--- config.mk ---
export PLATFORM = sky130hd
export DESIGN_NAME = emdm_back
export DESIGN_NICKNAME = d
export VERILOG_FILES = /design/src/hdl/assert_macros.svh /design/src/hdl/emdm_pkg.sv /design/src/hdl/emdm_fifo.sv /design/src/hdl/emdm_back.sv
export SDC_FILE = /design/constraint.sdc
export NUM_CORES = 2
export LEC_CHECK = 0
export ABC_CLOCK_PERIOD_IN_PS = 20300
export BUFFER_PORTS_ARGS = -buffer_cell sky130_fd_sc_hd__buf_4
export CORE_MARGIN = 2
export CORE_UTILIZATION = 25
export CTS_CLUSTER_SIZE = 14
export DETAILED_ROUTE_END_ITERATION = 10
export PLACE_DENSITY_LB_ADDON = 0.2
export SYNTH_ARGS = -nofsm -noshare
export SYNTH_HDL_FRONTEND = slang
export SYNTH_HIERARCHICAL = 1
export SYNTH_SLANG_ARGS = --single-unit
export TNS_END_PERCENT = 10
--- constraint.sdc ---
create_clock -name clk_i -period 20.3 [get_ports clk_i]
set_input_delay 4.06 -clock clk_i [delete_from_list [all_inputs] [get_ports clk_i]]
set_output_delay 4.06 -clock clk_i [all_outputs]
set_load 0.01 [all_outputs]
--- src/hdl/assert_macros.svh ---
// ----------------------------------------------------------------------------
// Assertion macros
// Shared forms for the concurrent checks of the mixer.
// ----------------------------------------------------------------------------
`ifndef ASSERT_MACROS_SVH
`define ASSERT_MACROS_SVH

// Check a property on every rising edge, held off while reset is low.
`define EMDM_ASSERT(lbl, clk, rst_n, prop) \
  lbl: assert property (@(posedge clk) disable iff (!rst_n) prop) \
    else $error("mixer check failed");

// Check that a condition never holds on a rising edge out of reset.
`define EMDM_ASSERT_NEVER(lbl, clk, rst_n, cond) \
  lbl: assert property (@(posedge clk) disable iff (!rst_n) !(cond)) \
    else $error("mixer forbidden condition");

`endif

--- src/hdl/emdm_pkg.sv ---
// ----------------------------------------------------------------------------
// emdm_pkg
// Types, register codes and constants of the earpiece mic delay mixer.
// ----------------------------------------------------------------------------
`timescale 1ns / 1ps

package emdm_pkg;

  localparam int unsigned SAMPLE_BITS   = 24;
  localparam int unsigned GAIN_BITS     = 16;
  localparam int unsigned DLY_BITS      = 10;
  localparam int unsigned MODE_BITS     = 3;
  localparam int unsigned CFG_IDX_BITS  = 3;
  localparam int unsigned CFG_DATA_BITS = 16;
  localparam int unsigned COEF_BITS     = 4;
  localparam int unsigned FRAC_SHIFT    = 12;
  localparam int unsigned MIX_SHIFT     = 14;
  localparam int unsigned ROUND_BIAS    = 1 << (MIX_SHIFT - 1);
  localparam int unsigned GC_BITS       = GAIN_BITS + COEF_BITS;
  localparam int unsigned PF_BITS       = SAMPLE_BITS + COEF_BITS;
  localparam int unsigned PR_BITS       = SAMPLE_BITS + GC_BITS;
  localparam int unsigned ACC_BITS      = PR_BITS + 1;

  localparam logic [GAIN_BITS-1:0] GAIN_UNITY = GAIN_BITS'(1 << FRAC_SHIFT);

  typedef logic signed [SAMPLE_BITS-1:0] sample_t;

  localparam sample_t SMP_MAX = {1'b0, {(SAMPLE_BITS-1){1'b1}}};
  localparam sample_t SMP_MIN = {1'b1, {(SAMPLE_BITS-1){1'b0}}};

  typedef enum logic [MODE_BITS-1:0] {
    FR_FRONT,
    FR_REAR,
    FR_IN_PHASE,
    FR_INVERTED,
    FR_INV_DELAY
  } fr_mode_e;

  typedef enum logic [MODE_BITS-1:0] {
    LR_STEREO,
    LR_MONO,
    LR_MUTE,
    LR_LEFT,
    LR_RIGHT
  } lr_mode_e;

  typedef enum logic {
    SRC_ANALOG,
    SRC_MIC
  } src_sel_e;

  typedef enum logic [CFG_IDX_BITS-1:0] {
    REG_FR_MODE,
    REG_REAR_GAIN,
    REG_FRONT_DELAY,
    REG_REAR_DELAY,
    REG_SOURCE_SEL,
    REG_LR_MODE
  } cfg_reg_e;

  typedef struct packed {
    fr_mode_e              fr_mode;
    logic [GAIN_BITS-1:0]  rear_gain;
    logic [DLY_BITS-1:0]   front_delay;
    logic [DLY_BITS-1:0]   rear_delay;
    src_sel_e              source_select;
    lr_mode_e              lr_mode;
  } cfg_t;

  localparam cfg_t CFG_RESET = '{
    fr_mode:       FR_FRONT,
    rear_gain:     GAIN_UNITY,
    front_delay:   '0,
    rear_delay:    '0,
    source_select: SRC_MIC,
    lr_mode:       LR_STEREO
  };

  typedef struct packed {
    logic signed [SAMPLE_BITS-1:0] left_front;
    logic signed [SAMPLE_BITS-1:0] left_rear;
    logic signed [SAMPLE_BITS-1:0] right_front;
    logic signed [SAMPLE_BITS-1:0] right_rear;
    logic signed [SAMPLE_BITS-1:0] analog_left;
    logic signed [SAMPLE_BITS-1:0] analog_right;
  } in_item_t;

  typedef struct packed {
    logic signed [SAMPLE_BITS-1:0] out_left;
    logic signed [SAMPLE_BITS-1:0] out_right;
  } out_item_t;

  typedef struct packed {
    logic signed [COEF_BITS-1:0] cf;
    logic signed [COEF_BITS-1:0] cr;
  } coef_t;

  // front and rear weights in quarters
  function automatic coef_t mix_coef(fr_mode_e mode);
    coef_t c;
    unique case (mode)
      FR_FRONT: begin
        c.cf = 4'sd4;
        c.cr = 4'sd0;
      end
      FR_REAR: begin
        c.cf = 4'sd0;
        c.cr = 4'sd4;
      end
      FR_IN_PHASE: begin
        c.cf = 4'sd2;
        c.cr = 4'sd2;
      end
      FR_INVERTED, FR_INV_DELAY: begin
        c.cf = 4'sd3;
        c.cr = -4'sd3;
      end
      default: begin
        c.cf = 4'sd3;
        c.cr = -4'sd3;
      end
    endcase
    return c;
  endfunction

endpackage

--- src/hdl/emdm_fifo.sv ---
// ----------------------------------------------------------------------------
// emdm_fifo
// Short register queue with push/full and pop/empty sides.
// ----------------------------------------------------------------------------
`timescale 1ns / 1ps

module emdm_fifo #(
  parameter int unsigned WIDTH = 8,
  parameter int unsigned DEPTH = 2
) (
  input  logic             clk_i,
  input  logic             rst_ni,
  input  logic             push_i,
  input  logic [WIDTH-1:0] data_i,
  output logic             full_o,
  input  logic             pop_i,
  output logic [WIDTH-1:0] data_o,
  output logic             empty_o
);

  localparam int unsigned PW = (DEPTH > 1) ? $clog2(DEPTH) : 1;
  localparam int unsigned NW = $clog2(DEPTH + 1);

  logic [WIDTH-1:0] mem_q [DEPTH];
  logic [PW-1:0]    wr_q, wr_d, rd_q, rd_d;
  logic [NW-1:0]    cnt_q, cnt_d;
  logic             wr_en, rd_en;

  always_comb begin
    full_o  = (cnt_q == NW'(DEPTH));
    empty_o = (cnt_q == '0);
    wr_en   = push_i && !full_o;
    rd_en   = pop_i && !empty_o;
    data_o  = mem_q[rd_q];
    wr_d    = wr_q;
    rd_d    = rd_q;
    if (wr_en) begin
      wr_d = (wr_q == PW'(DEPTH - 1)) ? '0 : wr_q + PW'(1);
    end
    if (rd_en) begin
      rd_d = (rd_q == PW'(DEPTH - 1)) ? '0 : rd_q + PW'(1);
    end
    cnt_d = cnt_q + NW'(wr_en) - NW'(rd_en);
  end

  always_ff @(posedge clk_i or negedge rst_ni) begin
    if (!rst_ni) begin
      wr_q  <= '0;
      rd_q  <= '0;
      cnt_q <= '0;
    end else begin
      wr_q  <= wr_d;
      rd_q  <= rd_d;
      cnt_q <= cnt_d;
    end
  end

  always_ff @(posedge clk_i) begin
    if (wr_en) begin
      mem_q[wr_q] <= data_i;
    end
  end

endmodule

--- src/hdl/emdm_back.sv ---
// ----------------------------------------------------------------------------
// emdm_back
// Front/rear mix with rear gain, source switch, left-right matrix, result queue.
// ----------------------------------------------------------------------------
`timescale 1ns / 1ps

module emdm_back (
  input  logic                clk_i,
  input  logic                rst_ni,
  input  emdm_pkg::cfg_t      cfg_i,
  input  logic                q_empty_i,
  input  emdm_pkg::in_item_t  q_data_i,
  output logic                q_pop_o,
  output logic                busy_o,
  input  logic                pop_i,
  output logic                empty_o,
  output emdm_pkg::out_item_t data_o
);

  import emdm_pkg::*;

  coef_t                        coef;
  logic signed [COEF_BITS-1:0]  cf_q;
  logic signed [GC_BITS-1:0]    gc_q, gc_d;

  logic                         a_valid_q, a_valid_d;
  logic signed [PF_BITS-1:0]    pf_l_q, pf_r_q, pf_l_d, pf_r_d;
  logic signed [PR_BITS-1:0]    pr_l_q, pr_r_q, pr_l_d, pr_r_d;
  sample_t                      an_l_q, an_r_q;

  sample_t                      ml, mr, sl, sr;
  logic signed [SAMPLE_BITS:0]  avg_sum;
  out_item_t                    res;
  logic                         o_push, o_full;

  function automatic sample_t mix_sat(logic signed [PF_BITS-1:0] pf,
                                      logic signed [PR_BITS-1:0] pr);
    logic signed [ACC_BITS-1:0]           acc;
    logic signed [ACC_BITS-MIX_SHIFT-1:0] rnd;
    acc = (ACC_BITS'(pf) <<< FRAC_SHIFT) + ACC_BITS'(pr)
          + $signed(ACC_BITS'(ROUND_BIAS));
    rnd = acc[ACC_BITS-1:MIX_SHIFT];
    if (rnd > SMP_MAX) begin
      return SMP_MAX;
    end
    if (rnd < SMP_MIN) begin
      return SMP_MIN;
    end
    return rnd[SAMPLE_BITS-1:0];
  endfunction

  always_comb begin
    coef = mix_coef(cfg_i.fr_mode);
    gc_d = GC_BITS'(coef.cr) * GC_BITS'($signed({1'b0, cfg_i.rear_gain}));
  end

  always_ff @(posedge clk_i) begin
    cf_q <= coef.cf;
    gc_q <= gc_d;
  end

  always_comb begin
    q_pop_o   = !q_empty_i && (!a_valid_q || !o_full);
    o_push    = a_valid_q && !o_full;
    a_valid_d = q_pop_o || (a_valid_q && o_full);
    busy_o    = a_valid_q;
    pf_l_d    = q_data_i.left_front * cf_q;
    pf_r_d    = q_data_i.right_front * cf_q;
    pr_l_d    = q_data_i.left_rear * gc_q;
    pr_r_d    = q_data_i.right_rear * gc_q;
  end

  always_ff @(posedge clk_i or negedge rst_ni) begin
    if (!rst_ni) begin
      a_valid_q <= 1'b0;
    end else begin
      a_valid_q <= a_valid_d;
    end
  end

  always_ff @(posedge clk_i) begin
    if (q_pop_o) begin
      pf_l_q <= pf_l_d;
      pf_r_q <= pf_r_d;
      pr_l_q <= pr_l_d;
      pr_r_q <= pr_r_d;
      an_l_q <= q_data_i.analog_left;
      an_r_q <= q_data_i.analog_right;
    end
  end

  always_comb begin
    ml      = mix_sat(pf_l_q, pr_l_q);
    mr      = mix_sat(pf_r_q, pr_r_q);
    sl      = (cfg_i.source_select == SRC_MIC) ? ml : an_l_q;
    sr      = (cfg_i.source_select == SRC_MIC) ? mr : an_r_q;
    avg_sum = (SAMPLE_BITS+1)'(sl) + (SAMPLE_BITS+1)'(sr) + (SAMPLE_BITS+1)'(1);
    unique case (cfg_i.lr_mode)
      LR_STEREO: begin
        res.out_left  = sl;
        res.out_right = sr;
      end
      LR_MONO: begin
        res.out_left  = avg_sum[SAMPLE_BITS:1];
        res.out_right = avg_sum[SAMPLE_BITS:1];
      end
      LR_MUTE: begin
        res.out_left  = '0;
        res.out_right = '0;
      end
      LR_LEFT: begin
        res.out_left  = sl;
        res.out_right = sl;
      end
      LR_RIGHT: begin
        res.out_left  = sr;
        res.out_right = sr;
      end
      default: begin
        res.out_left  = sl;
        res.out_right = sr;
      end
    endcase
  end

  emdm_fifo #(
    .WIDTH ($bits(out_item_t)),
    .DEPTH (2)
  ) u_out_fifo (
    .clk_i   (clk_i),
    .rst_ni  (rst_ni),
    .push_i  (o_push),
    .data_i  (res),
    .full_o  (o_full),
    .pop_i   (pop_i),
    .data_o  (data_o),
    .empty_o (empty_o)
  );

endmodule

==> results.json <==
{
  "hold_path_class": "flop to flop",
  "drt-total-wl_um": 168000,
  "synthCells": 6210,
  "drive_above_1_share_pct": 6.84,
  "synth_xor_xnor_area_share_pct": 3.15,
  "ys_warn_count": 6,
  "path_max_fanout": 20,
  "gr-total-overflow": 0,
  "seq_area_frac_synth_pct": 14.7,
  "synth_fa_ha_area_share_pct": 47.9,
  "numCtsBuffers": 37,
  "die-width_um": 485,
  "crit_arrival_ns": 12.86,
  "start_kind": "input pin",
  "synth.avg_cell_area_um2": 9.30,
  "grt_pass1_wl_um": 261000,
  "slew_headroom_pct": 31.4,
  "finalCriticalPeriod_ns": 12.51,
  "cts-root-buf": "clkbuf_16",
  "netlist_area_um2": 57800,
  "grt_start_max_net_pins": 67,
  "setup_viol": 0,
  "status": "completed",
  "crit_type": "input pin to flop",
  "synth-seq-cells": 292,
  "fin_skew_ns": 0.0376,
  "slowest_stage": "a211oi_1",
  "gp_congestion": 0.873,
  "cts_tree": "done",
  "dp_hpwl_um": 134000,
  "viasPerCell": 4.40,
  "yosys.area.top_type_share_pct": 36.8,
  "first_pass_iters": 6,
  "fp-row-count": 176,
  "synth-edff-count": 264,
  "n_fill_cell": 24658,
  "synthArstFlopShare_pct": 1.71,
  "post-cts-setup-buffer-count": 0,
  "die_height_um": 485,
  "ant_nets": 0,
  "tns_ns": 0,
  "portBuffers": 221,
  "ioPinCount": 242,
  "synth-compound-area-share_pct": 7.51,
  "critPathCaptureType": "flop",
  "grt_use_total_pct": 14.3,
  "cts-hold-fix-buffers": 0,
  "post-route-period-util_pct": 61.6,
  "critPathRequiredTime_ns": 20.65,
  "initial_core_util_pct": 25.1,
  "synthSimpleGateAreaFrac_pct": 14.6,
  "antenna_found_initial": 25,
  "vias": 40860,
  "regArea_um2": 8540,
  "synth_area_leaders": "fa_1, edfxtp_1, ha_1",
  "fmax_mhz": 79.9,
  "syn_to_final_growth_pct": 10.1,
  "synth_mux_area_share_pct": 1.13,
  "clk_latency_ns": 0.63,
  "post_cts_resized": 0,
  "dieArea_um2": 235000,
  "drv_cap": 0,
  "cts_buffer_depth": 3,
  "clk_pin_slew_ns": 0.06,
  "rsz0062_at_grt": "false",
  "final_area_um2": 63600,
  "drc": 0,
  "multi_input_area_um2": 43000,
  "drt_iter0_markers": 2353,
  "synth_top_cell_by_area": "fa_1",
  "final_nets": 8001,
  "detail_route.wl_per_cell_um": 18.0,
  "tightestPinTransition_ns": 1.02,
  "coreArea_um2": 230000,
  "syn_nets": 7977,
  "cp_common_cell": "fa_1",
  "grt_pass1_vias": 43023,
  "synth_top_family_by_area": "adder cells",
  "hold_violations": 0,
  "synthDistinctLibCells": 98,
  "synth_top_flop_cell": "edfxtp_1",
  "place_area_um2": 62400,
  "cts_max_level": 2,
  "cp_slowest_stage_delay_ns": 0.78,
  "cts_sinks": 292,
  "drv_slew": 0
}
worst paths after layout:
check / start / end / slack, ns / depth (start not counted)
min in group asynchronous: rst_ni / u_out_fifo/rd_q$_DFFE_PN0P_ / 3.24 / 1
worst max-delay path: q_data_i[106] / pr_l_q[42]$_DFFE_PP_ / 7.79 / 29
worst max register to register: gc_q[6]$_DFF_P_ / pr_l_q[42]$_DFFE_PP_ / 10.22 / 29
max in group asynchronous: rst_ni / u_out_fifo/rd_q$_DFFE_PN0P_ / 16.93 / 1
worst min register to register: u_out_fifo/cnt_q[1]$_DFF_PN0_ / u_out_fifo/cnt_q[1]$_DFF_PN0_ / 0.50 / 1
worst min-delay path: u_out_fifo/cnt_q[1]$_DFF_PN0_ / u_out_fifo/cnt_q[1]$_DFF_PN0_ / 0.50 / 1
worst max-delay path: cells and delay by family:
family / cells / cell delay [ns]
AO/OA/AOI/OAI: 11 / 3.38
adder cells (fa/ha/maj): 8 / 3.82
AND/OR/NAND/NOR: 6 / 1.12
buffers and inverters: 4 / 0.49
routing by layer:
layer  track usage, %  vias up  routed length [um]
li1                 -    19122                   -
met1             20.8    20803               81700
met2             22.9      804               75300
met3             2.02      119                7930
met4             2.28       12                2560
met5                0        -                  79
final cells by class:
class / instances / area share [%]
multi-input combinational: 4263 / 67.6
sequential: 292 / 13.4
inverter: 1381 / 8.15
tap: 3026 / 5.95
timing repair buffer: 259 / 3.06
clock buffer: 46 / 1.56
clock inverter: 19 / 0.285
antenna: 4 / 0.0157
sequential cells by signal, summed over array words and instances (netlist names):
| register | flops |
|---|---|
| pf_l_q | 28 |
| pr_l_q | 32 |
| an_r_q | 24 |
| pr_r_q | 32 |
| an_l_q | 24 |
| cf_q | 3 |
| gc_q | 20 |
| u_out_fifo/rd_q | 1 |
| u_out_fifo/cnt_q | 2 |
| pf_r_q | 28 |
| u_out_fifo/mem_q | 96 |
| busy_o | 1 |
| u_out_fifo/wr_q | 1 |
cells in the mapped netlist, drive strengths merged (29+ instances only):
cell type / number
edfxtp: 264
o21ai: 123
fa: 1061
inv: 1381
a21oi: 224
xor2: 54
a21o: 67
clkbuf: 248
nor2: 233
mux2: 50
xnor2: 153
and3: 30
nand2: 780
o21bai: 31
ha: 515
and2: 462
nand3: 55
nor3: 49
nand2b: 67
o21a: 29
stage by stage:
step                      setup WS [ns]  hold slack (ns)  cells  util [%]
after global routing               7.12            0.528   9288      27.7
after detailed placement           6.92            0.497   9221      27.2
after global placement             6.92            0.490   9221      27.2
after CTS                          7.55            0.506   9286      27.7
after floorplan                    3.96            0.461   6210         -
final                              7.79            0.503   9290      27.7
logic make-up (layout without fill, tap and decap cells):
kind of cell,count (synthesis),after routing
AO/OA/AOI/OAI,660,660
buffers and inverters,1655,1705
adder cells (fa/ha/maj),1577,1577
XOR/XNOR,207,207
flip-flops,292,292
multiplexers,55,55
AND/OR/NAND/NOR,1764,1764
other,0,4
cells in the final DEF, fill, tap and decap left out, drive strengths merged, types with 8 or more instances in the layout:
master,instances
a211o,9
a31oi,15
nand2b,67
nor2b,28
xor2,54
o21a,29
o21bai,31
a211oi,13
a21o,67
dfxtp,23
nand3,55
clkbuf,46
mux2,50
a22oi,15
a221o,8
buf,259
a21oi,224
inv,1383
nor2,233
a41oi,9
xnor2,153
nand2,780
o211ai,22
or2,12
ha,515
and2,462
nor3,49
clkinv,14
nor4,9
o31ai,12
o21ai,123
edfxtp,264
and3,30
nand4,16
fa,1061
Power is left out: the tool's default activity adds up to more than one toggle a clock period on the data nets, which glitch-free logic cannot reach.
