## config.mk

```make
export PLATFORM = sky130hd
export DESIGN_NAME = emdm_fifo
export DESIGN_NICKNAME = d
export VERILOG_FILES = /design/src/hdl/assert_macros.svh /design/src/hdl/emdm_fifo.sv
export SDC_FILE = /design/constraint.sdc
export NUM_CORES = 1
export LEC_CHECK = 0
export BUFFER_PORTS_ARGS = -buffer_cell sky130_fd_sc_hd__buf_2
export CAP_MARGIN = 20
export CORE_MARGIN = 1
export CORE_UTILIZATION = 52
export DETAILED_ROUTE_END_ITERATION = 7
export GPL_TIMING_DRIVEN = 0
export HOLD_SLACK_MARGIN = 0.02
export PLACE_DENSITY_LB_ADDON = 0.15
export SLEW_MARGIN = 15
export SYNTH_ARGS = -nofsm -noshare
export SYNTH_HDL_FRONTEND = slang
export SYNTH_SLANG_ARGS = --single-unit
```

## constraint.sdc

```tcl
create_clock -name clk_i -period 3.83 [get_ports clk_i]
set_input_delay 0.1915 -clock clk_i [delete_from_list [all_inputs] [get_ports clk_i]]
set_output_delay 0.1915 -clock clk_i [all_outputs]
set_load 0.005 [all_outputs]
```

## src/hdl/assert_macros.svh

```systemverilog
// ----------------------------------------------------------------------------
// Assertion macros
// Shared forms for the concurrent checks of the mixer.
// ----------------------------------------------------------------------------
`ifndef ASSERT_MACROS_SVH
`define ASSERT_MACROS_SVH

// Check a property on every rising edge, held off while reset is low.
`define EMDM_ASSERT(lbl, clk, rst_n, prop) \
  lbl: assert property (@(posedge clk) disable iff (!rst_n) prop) \
    else $error("mixer check failed");

// Check that a condition never holds on a rising edge out of reset.
`define EMDM_ASSERT_NEVER(lbl, clk, rst_n, cond) \
  lbl: assert property (@(posedge clk) disable iff (!rst_n) !(cond)) \
    else $error("mixer forbidden condition");

`endif

```

## src/hdl/emdm_fifo.sv

```systemverilog
// ----------------------------------------------------------------------------
// emdm_fifo
// Short register queue with push/full and pop/empty sides.
// ----------------------------------------------------------------------------
`timescale 1ns / 1ps

module emdm_fifo #(
  parameter int unsigned WIDTH = 8,
  parameter int unsigned DEPTH = 2
) (
  input  logic             clk_i,
  input  logic             rst_ni,
  input  logic             push_i,
  input  logic [WIDTH-1:0] data_i,
  output logic             full_o,
  input  logic             pop_i,
  output logic [WIDTH-1:0] data_o,
  output logic             empty_o
);

  localparam int unsigned PW = (DEPTH > 1) ? $clog2(DEPTH) : 1;
  localparam int unsigned NW = $clog2(DEPTH + 1);

  logic [WIDTH-1:0] mem_q [DEPTH];
  logic [PW-1:0]    wr_q, wr_d, rd_q, rd_d;
  logic [NW-1:0]    cnt_q, cnt_d;
  logic             wr_en, rd_en;

  always_comb begin
    full_o  = (cnt_q == NW'(DEPTH));
    empty_o = (cnt_q == '0);
    wr_en   = push_i && !full_o;
    rd_en   = pop_i && !empty_o;
    data_o  = mem_q[rd_q];
    wr_d    = wr_q;
    rd_d    = rd_q;
    if (wr_en) begin
      wr_d = (wr_q == PW'(DEPTH - 1)) ? '0 : wr_q + PW'(1);
    end
    if (rd_en) begin
      rd_d = (rd_q == PW'(DEPTH - 1)) ? '0 : rd_q + PW'(1);
    end
    cnt_d = cnt_q + NW'(wr_en) - NW'(rd_en);
  end

  always_ff @(posedge clk_i or negedge rst_ni) begin
    if (!rst_ni) begin
      wr_q  <= '0;
      rd_q  <= '0;
      cnt_q <= '0;
    end else begin
      wr_q  <= wr_d;
      rd_q  <= rd_d;
      cnt_q <= cnt_d;
    end
  end

  always_ff @(posedge clk_i) begin
    if (wr_en) begin
      mem_q[wr_q] <= data_i;
    end
  end

endmodule

```

==> metrics.cfg, run 1 <==
[grt]
grt_pass1_vias=416
gr-total-overflow=0
grt_max_degree=13
grt_pass1_wl_mm=1.84
grt_antenna_before_repair=0
grt.total_usage=0.182

[cts]
clk_latency_ns=0.29
path_clk_slew_ns=0.11
cts_buffers=3
post_cts_buffers=0
post_cts_resize_count=0
cts_root_buf=clkbuf_4
clock_path_buffers=2
cts_tree=yes
cts.htree.levels=1
cts_sinks=20

[floorplan]
rows=13
top_level_ports=22
die_w_um=40.8
die-area_um2=1670
core_area_um2=1350
die-height_um=40.8
start_util=0.581

[placement]
port_buffers=21
gp_congestion=0.632
placed_area_um2=908
post-dp-hpwl_um=889

[finish]
filler_cell_count=95
fin_nets=84
diodes=0
finalInstanceArea_um2=971
fin_util=0.719
drive_above_1_share=0.522
area_delta_synth_final_pct=23.8

[logic_synthesis]
syn_inst=43
syn_nets=57
yosys_warnings=0
synth_area_um2=785
seq_area_frac_synth=0.740
synth-seq-cells=20
synth.avg_cell_area_um2=18.2
synthDistinctLibCells=14

[detailed_routing]
firstDrtPassIters=4
vias=422
routedWlPerCell_um=14.5
ant_nets=0
wl_mm=1.22
routed_via_density=5.02
drc_errors=0
drtIter0Drc=11

[power_and_ir_drop]
leakage_nw=0.407
p_total_mw=0.737
max-vdd-ir-drop_mv=0.510
power.density_nw_per_um2=759

[sta]
maxClockFrequency_mhz=637
slew_headroom=0.543
slew_viol_final=0
setup_viol_count_final=0
tns_ns=0
fin_skew_ns=0.00368
hold_violations=0
min_period_ns=1.57
worst-slew-pin-transition_ns=0.683
finalCritPeriodShare=0.410
rsz0062_at_grt=false

[outcome]
outcome=finished, final reports clean

[worst_setup_path]
cp-start-kind=flip-flop
arrival_ns=1.51
end_kind=flip-flop
crit_type=flip-flop to flip-flop
critPathMaxFanout=8
required_ns=3.77

[hold_path]
min_path_type=input pin to flip-flop

[flow_run]
maxCapViolations=0

## power breakdown
group          switching [mW]  leakage (nW)  internal [mW]
registers              0.0283         0.195          0.305
logic                   0.112         0.184          0.126
clock network          0.0610        0.0279          0.106
total                   0.201         0.407          0.536
## area by class of cell
class                           count  area, um^2  area share
Sequential cell                    20         581       0.598
Multi-Input combinational cell     20         185       0.191
Timing Repair Buffer               22         115       0.119
Clock inverter                      1        30.0      0.0309
Clock buffer                        3        22.5      0.0232
Tap cell                           15        18.8      0.0193
Buffer                              1        11.3      0.0116
Inverter                            2        7.51     0.00773
## synthesized netlist by cell type
master / instances / share of area
and3_1: 1 / 0.0080
buf_6: 1 / 0.014
dfrtp_1: 4 / 0.13
edfxtp_1: 16 / 0.61
ha_1: 2 / 0.032
inv_1: 2 / 0.0096
mux2_2: 8 / 0.11
nand2_1: 1 / 0.0048
nand2b_1: 1 / 0.0080
nor2_1: 1 / 0.0048
nor2_2: 1 / 0.0080
nor2b_2: 1 / 0.011
xnor2_1: 3 / 0.033
xor2_1: 1 / 0.011
## critical path, cell delays in order (launching register included)
cell,delay [ns]
dfrtp_1,0.44
nand2b_1,0.12
nand2_1,0.11
nor2_1,0.54
## routing by layer
| layer | global-route usage | part of all wire |
|---|---|---|
| met5 | 0 | 0 |
| met4 | 0.0750 | 0.0049 |
| met3 | 0.0489 | 0.039 |
| met2 | 0.309 | 0.53 |
| met1 | 0.217 | 0.43 |
## logic make-up after synthesis
group,after synthesis,synth area share
buffers and inverters,3,0.0239
AND/OR/NAND/NOR,6,0.0447
XOR/XNOR,4,0.0447
multiplexers,8,0.115
adder cells (fa/ha/maj),2,0.0319
flip-flops,20,0.740
## metrics by stage
stage | setup slack, ns | cells | hold slack (ns)
finish | 2.26 | 84 | 0.0808
floorplan | 2.40 | 43 | -0.104
global route | 2.12 | 84 | 0.0626
global placement | 2.28 | 79 | 0.00302
CTS | 2.24 | 84 | 0.0647
detailed placement | 2.26 | 79 | 0.00594
## layout by cell type (no fill, tap or decap), types with 2 or more instances in the layout
cell,count
clkbuf_4,3
ha_1,2
edfxtp_1,16
mux2_2,8
inv_1,2
dfrtp_1,4
xnor2_1,3
buf_2,21
## path summary, 6_finish.rpt
path	to	startpoint	cells after the start	slack, ns
max in group asynchronous	cnt_q[1]$_DFF_PN0_	rst_ni	2	3.47
min in group asynchronous	cnt_q[0]$_DFF_PN0_	rst_ni	2	0.24
setup / recovery	mem_q[0][0]$_DFFE_PP_	cnt_q[1]$_DFF_PN0_	3	2.26
hold / removal	mem_q[1][4]$_DFFE_PP_	data_i[4]	1	0.08
hold reg to reg	wr_q$_DFFE_PN0N_	wr_q$_DFFE_PN0N_	1	0.50
setup reg to reg	mem_q[0][0]$_DFFE_PP_	cnt_q[1]$_DFF_PN0_	3	2.26
## registers in the layout, indices dropped and copies added (netlist names)
name	flops
rd_q	1
mem_q	16
wr_q	1
cnt_q	2
## timing repair
| action | in CTS | in global routing |
|---|---|---|
| setup endpoints to repair | 0 | 0 |
| endpoints found under the hold margin | 4 | 0 |
| hold buffers | 1 | 0 |
Power figures use the tool's default switching activity.
==> inputs of run 2 (changes only) <==
Settings changed: CORE_ASPECT_RATIO set to 0.8, CORE_UTILIZATION 52 to 44.
Clock period 3.83 ns to 1.35 ns, I/O delays scaled along.
==> run 2 against run 1 <==
Effect of this change: critical path depth up 4; first-iteration DRC count down 55%; via count up 22%; sequential share of layout area down 13 points; register-to-register slack worse by 2.4 ns; sequential power rose to 2.9 times the previous value; hold slack better by 0.019 ns; core utilization up 3.9 points; the run now ends with setup timing left; die area up 17%; design area up 28%; largest cell class unchanged; final cell count up 31%.
==> metrics.cfg, run 2 (synthesis gave the netlist of run 1 again) <==
[grt]
grt_pass1_wl_mm=1.94
grt_max_degree=12
grt.total_usage=0.148
gr-total-overflow=0
grt_antenna_before_repair=0
grt_pass1_vias=455

[finish]
fin_nets=103
area_delta_synth_final_pct=58.7
reg_top3=mem_q x16, cnt_q x2
filler_cell_count=109
post_layout_nonfiller_instances=110
regMostFlops=mem_q
layout_commonest_cell=edfxtp_1
drive_above_1_share=0.602
final_cell_mix=edfxtp_1 (16), buf_2 (14), buf_6 (10), dlygate4sd3_1 (9), buf_4 (9)
largest_reg_flops=16
fin_util=0.758
diodes=0
finalInstanceArea_um2=1240

[power_and_ir_drop]
power_switching_mw=0.729
p_clk_frac=0.111
p_comb_frac=0.505
pwr-share-seq=0.384
leakage_nw=0.534
power.density_nw_per_um2=2010
switching_share=0.292
max-vdd-ir-drop_mv=1.43
p_int_mw=1.77

[sta]
hold_ws_ns=0.0997
maxClockFrequency_mhz=678
finalCritPeriodShare=1.09
worst-slew-pin-transition_ns=0.280
slew_headroom=0.813
setup_viol_count_final=10
slew_viol_final=0
rsz0062_at_grt=true
hold_violations=0
post-route-worst-setup-slack_ns=-0.125
fin_skew_ns=0.00315
min_period_ns=1.47

[worst_setup_path]
crit_slowest_cell=dfrtp_1
crit_path_end=cnt_q[1]$_DFF_PN0_
crit_buf_inv=1
required_ns=1.54
critPathMaxFanout=3
arrival_ns=1.66
cpLargestDelayFamily=flip-flops
r2r_slack_ns=-0.12
cpMostUsedCell=ha_4
r2r_end=cnt_q[1]$_DFF_PN0_
slowest_delay_ns=0.43
cp-start-kind=flip-flop
r2r-start=cnt_q[1]$_DFF_PN0_
crit_path_cell_trace=nand2b_1, nand2_2, ha_4, inv_2, ha_4, xnor2_2, xnor2_1
end_kind=flip-flop
crit_type=flip-flop to flip-flop
critPathLaunch=cnt_q[1]$_DFF_PN0_
path_depth=7
rr_worst_depth=7

[floorplan]
die-height_um=39.8
die_w_um=49.2
top_level_ports=22
start_util=0.478
die-area_um2=1960
core_area_um2=1640
rows=13

[placement]
pre_cts_ws_ns=-0.212
port_buffers=21
placed_area_um2=920
dp_cells=86
post-dp-hpwl_um=730
gp_congestion=0.693

[detailed_routing]
wl_mm=1.50
firstDrtPassIters=2
drtIter0Drc=5
vias=516
routed_via_density=4.69
drc_errors=0
routedWlPerCell_um=13.6
ant_nets=0

[flow_run]
maxCapViolations=0

[cts]
cts_root_buf=clkbuf_4
path_clk_slew_ns=0.10
cts.htree.levels=1
clk_latency_ns=0.29
clock_path_buffers=2
cts_tree=yes
cts_sinks=20
cts_buffers=3

[outcome]
violations=setup timing
outcome=complete, but fails checks

[hold_path]
min_path_type=input pin to async pin

[run 2: changes by cell type in the layout (fill, tap and decap cells not counted), sizes merged]
cell,before,now
buf,22,33
bufinv,1,0
clkinv,0,1
dlygate4sd3,1,9
[run 2: layout make-up]
class / instances / area (um^2) / area share
Sequential cell: 20 / 581 / 0.466
Timing Repair Buffer: 41 / 329 / 0.264
Multi-Input combinational cell: 20 / 263 / 0.211
Tap cell: 22 / 27.5 / 0.0221
Clock buffer: 3 / 22.5 / 0.0181
Buffer: 1 / 11.3 / 0.00905
Inverter: 2 / 7.51 / 0.00603
Clock inverter: 1 / 3.75 / 0.00302
[run 2: worst min path at each step]
stage	slack [ns]	start	cells past startpoint	endpoint
2_1_floorplan	-0.23	rst_ni	0	cnt_q[0]$_DFF_PN0_
3_3_place_gp	-0.12	rst_ni	1	cnt_q[0]$_DFF_PN0_
3_5_place_dp	-0.12	rst_ni	1	cnt_q[0]$_DFF_PN0_
4_1_cts	0.09	rst_ni	2	cnt_q[0]$_DFF_PN0_
5_1_grt	0.09	rst_ni	2	cnt_q[1]$_DFF_PN0_
6_report	0.1	rst_ni	2	cnt_q[1]$_DFF_PN0_
[run 2: power by group through the flow]
stage                     Combinational, mW  Clock (mW)  Sequential, mW
after floorplan                       0.463           0           0.932
after global placement                0.666           0           0.943
after detailed placement              0.673           0           0.948
after CTS                             0.831       0.283           0.940
after global routing                   1.35       0.316           0.975
final                                  1.26       0.278           0.959
[run 2: what timing repair did]
action                                  in CTS  in global routing
hold endpoints to repair                    20                  0
pin swaps                                    4                  6
gates resized for setup                      5                 22
hold buffers                                 9                  0
endpoints found under the setup margin       9                 18
cloned                                       0                  1
buffers inserted                             5                  5
[run 2: stage by stage]
| stage | setup TNS, ns | power, mW |
|---|---|---|
| after floorplan | -0.0765 | 1.40 |
| after global placement | -1.88 | 1.61 |
| after detailed placement | -1.84 | 1.62 |
| after CTS | -0.100 | 2.05 |
| after global routing | -1.98 | 2.64 |
| final | -1.08 | 2.50 |
[run 2: metal layers]
metal / up-vias / global-route usage / routed length [um] / share of wire
met3: 5 / 0.0581 / 61 / 0.041
li1: 248 / - / - / -
met4: 0 / 0.0662 / 16 / 0.011
met1: 249 / 0.162 / 652 / 0.43
met2: 14 / 0.260 / 770 / 0.51
met5: - / 0 / 0 / 0
==> inputs of run 3 (changes only) <==
Settings changed: TNS_END_PERCENT set to 50.
==> run 3 against run 2 <==
Effect of this change: the run still ends with setup timing left; clock-buffer cell count unchanged; sequential share of layout area rose by 3.7 points; via count decreased by 2.5%; non-clock buffer count shrank 2.
==> metrics.cfg, run 3 (synthesis gave the netlist of run 1 again) <==
[outcome]
outcome=complete, but fails checks
violations=setup timing

[sta]
slew_viol_final=0
slew_headroom=0.815
fin_skew_ns=0.00396
rsz0062_at_grt=true
post-route-worst-setup-slack_ns=-0.131
worst-slew-pin-transition_ns=0.277
setup_viol_count_final=10
tns_ns=-1.07
min_period_ns=1.48
maxClockFrequency_mhz=675
finalCritPeriodShare=1.10
hold_violations=0

[grt]
grt.total_usage=0.148
grt_max_degree=12
grt_pass1_vias=455
grt_antenna_before_repair=0
grt_pass1_wl_mm=1.94
gr-total-overflow=0

[floorplan]
top_level_ports=22
core_area_um2=1640
die-height_um=39.8
start_util=0.478
rows=13
die_w_um=49.2
die-area_um2=1960

[finish]
finalInstanceArea_um2=1150
reg_top3=mem_q x16, cnt_q x2
drive_above_1_share=0.593
final_cell_mix=buf_2 (21), edfxtp_1 (16), dlygate4sd3_1 (9), mux2_2 (8), buf_4 (8)
fin_nets=101
diodes=0
regMostFlops=mem_q
layout_commonest_cell=buf_2
largest_reg_flops=16
area_delta_synth_final_pct=46.9

[cts]
cts_tree=yes
clk_latency_ns=0.29
cts.htree.levels=1
cts_buffers=3
cts_sinks=20
path_clk_slew_ns=0.10
cts_root_buf=clkbuf_4
clock_path_buffers=2

[detailed_routing]
vias=503
firstDrtPassIters=4
wl_mm=1.35
drtIter0Drc=4
routed_via_density=4.66
drc_errors=0
routedWlPerCell_um=12.5
ant_nets=0

[worst_setup_path]
r2r_slack_ns=-0.13
critPathMaxFanout=3
required_ns=1.53
cp-start-kind=flip-flop
crit_type=flip-flop to flip-flop
end_kind=flip-flop
arrival_ns=1.66

[power_and_ir_drop]
power.density_nw_per_um2=1920
p_total_mw=2.21
leakage_nw=0.474
max-vdd-ir-drop_mv=1.40

[hold_path]
min_path_type=input pin to async pin

[placement]
port_buffers=21
post-dp-hpwl_um=730
gp_congestion=0.693
placed_area_um2=920

[flow_run]
maxCapViolations=0

==> run 3: worst paths after layout <==
| kind | startpoint | to | cells after the start |
|---|---|---|---|
| setup / recovery | cnt_q[1]$_DFF_PN0_ | cnt_q[1]$_DFF_PN0_ | 7 |
| setup reg to reg | cnt_q[1]$_DFF_PN0_ | cnt_q[1]$_DFF_PN0_ | 7 |
| min in group clk_i | push_i | mem_q[1][2]$_DFFE_PP_ | 2 |
| hold reg to reg | wr_q$_DFFE_PN0N_ | wr_q$_DFFE_PN0N_ | 1 |
| hold / removal | rst_ni | cnt_q[1]$_DFF_PN0_ | 2 |
| max in group asynchronous | rst_ni | wr_q$_DFFE_PN0N_ | 2 |
==> run 3: power breakdown <==
| part | internal (mW) | switching [mW] |
|---|---|---|
| registers | 0.863 | 0.0819 |
| logic | 0.586 | 0.408 |
| clock network | 0.107 | 0.165 |
==> run 3: critical path, stage by stage (launching register included) <==
cell	delay [ns]
dfrtp_1	0.43
nand2b_1	0.13
nand2_2	0.09
ha_4	0.27
inv_2	0.04
ha_4	0.15
xnor2_2	0.13
xnor2_1	0.13
==> run 3: through the flow <==
stage               hold slack, ns  worst slack, ns  utilization  cells
finish                       0.100           -0.131        0.701    108
CTS                         0.0878           -0.100        0.665    104
global placement            -0.120           -0.216        0.560     86
global route                0.0906           -0.195        0.701    108
floorplan                   -0.228          -0.0765            -     43
detailed placement          -0.120           -0.212        0.560     86
==> run 3: metal layers <==
| metal | global-route usage | share of wire | vias to the layer above |
|---|---|---|---|
| li1 | - | - | 244 |
| met1 | 0.162 | 0.43 | 240 |
| met3 | 0.0581 | 0.045 | 2 |
| met5 | 0 | 0 | - |
| met2 | 0.260 | 0.52 | 17 |
| met4 | 0.0662 | 0.0059 | 0 |
==> run 3: timing repair <==
item                                    CTS  global route
setup buffers                             5             4
endpoints found under the setup margin    9            18
hold buffers                              9             0
resized for setup                         5             5
endpoints found under the hold margin    20             0
pin swaps                                 4             6
==> run 3: final cells by class <==
class                           instances  area, um^2
Clock buffer                            3        22.5
Multi-Input combinational cell         20         233
Buffer                                  1        11.3
Tap cell                               22        27.5
Timing Repair Buffer                   39         267
Inverter                                2        7.51
Fill cell                             121         490
Sequential cell                        20         581
Clock inverter                          1        3.75
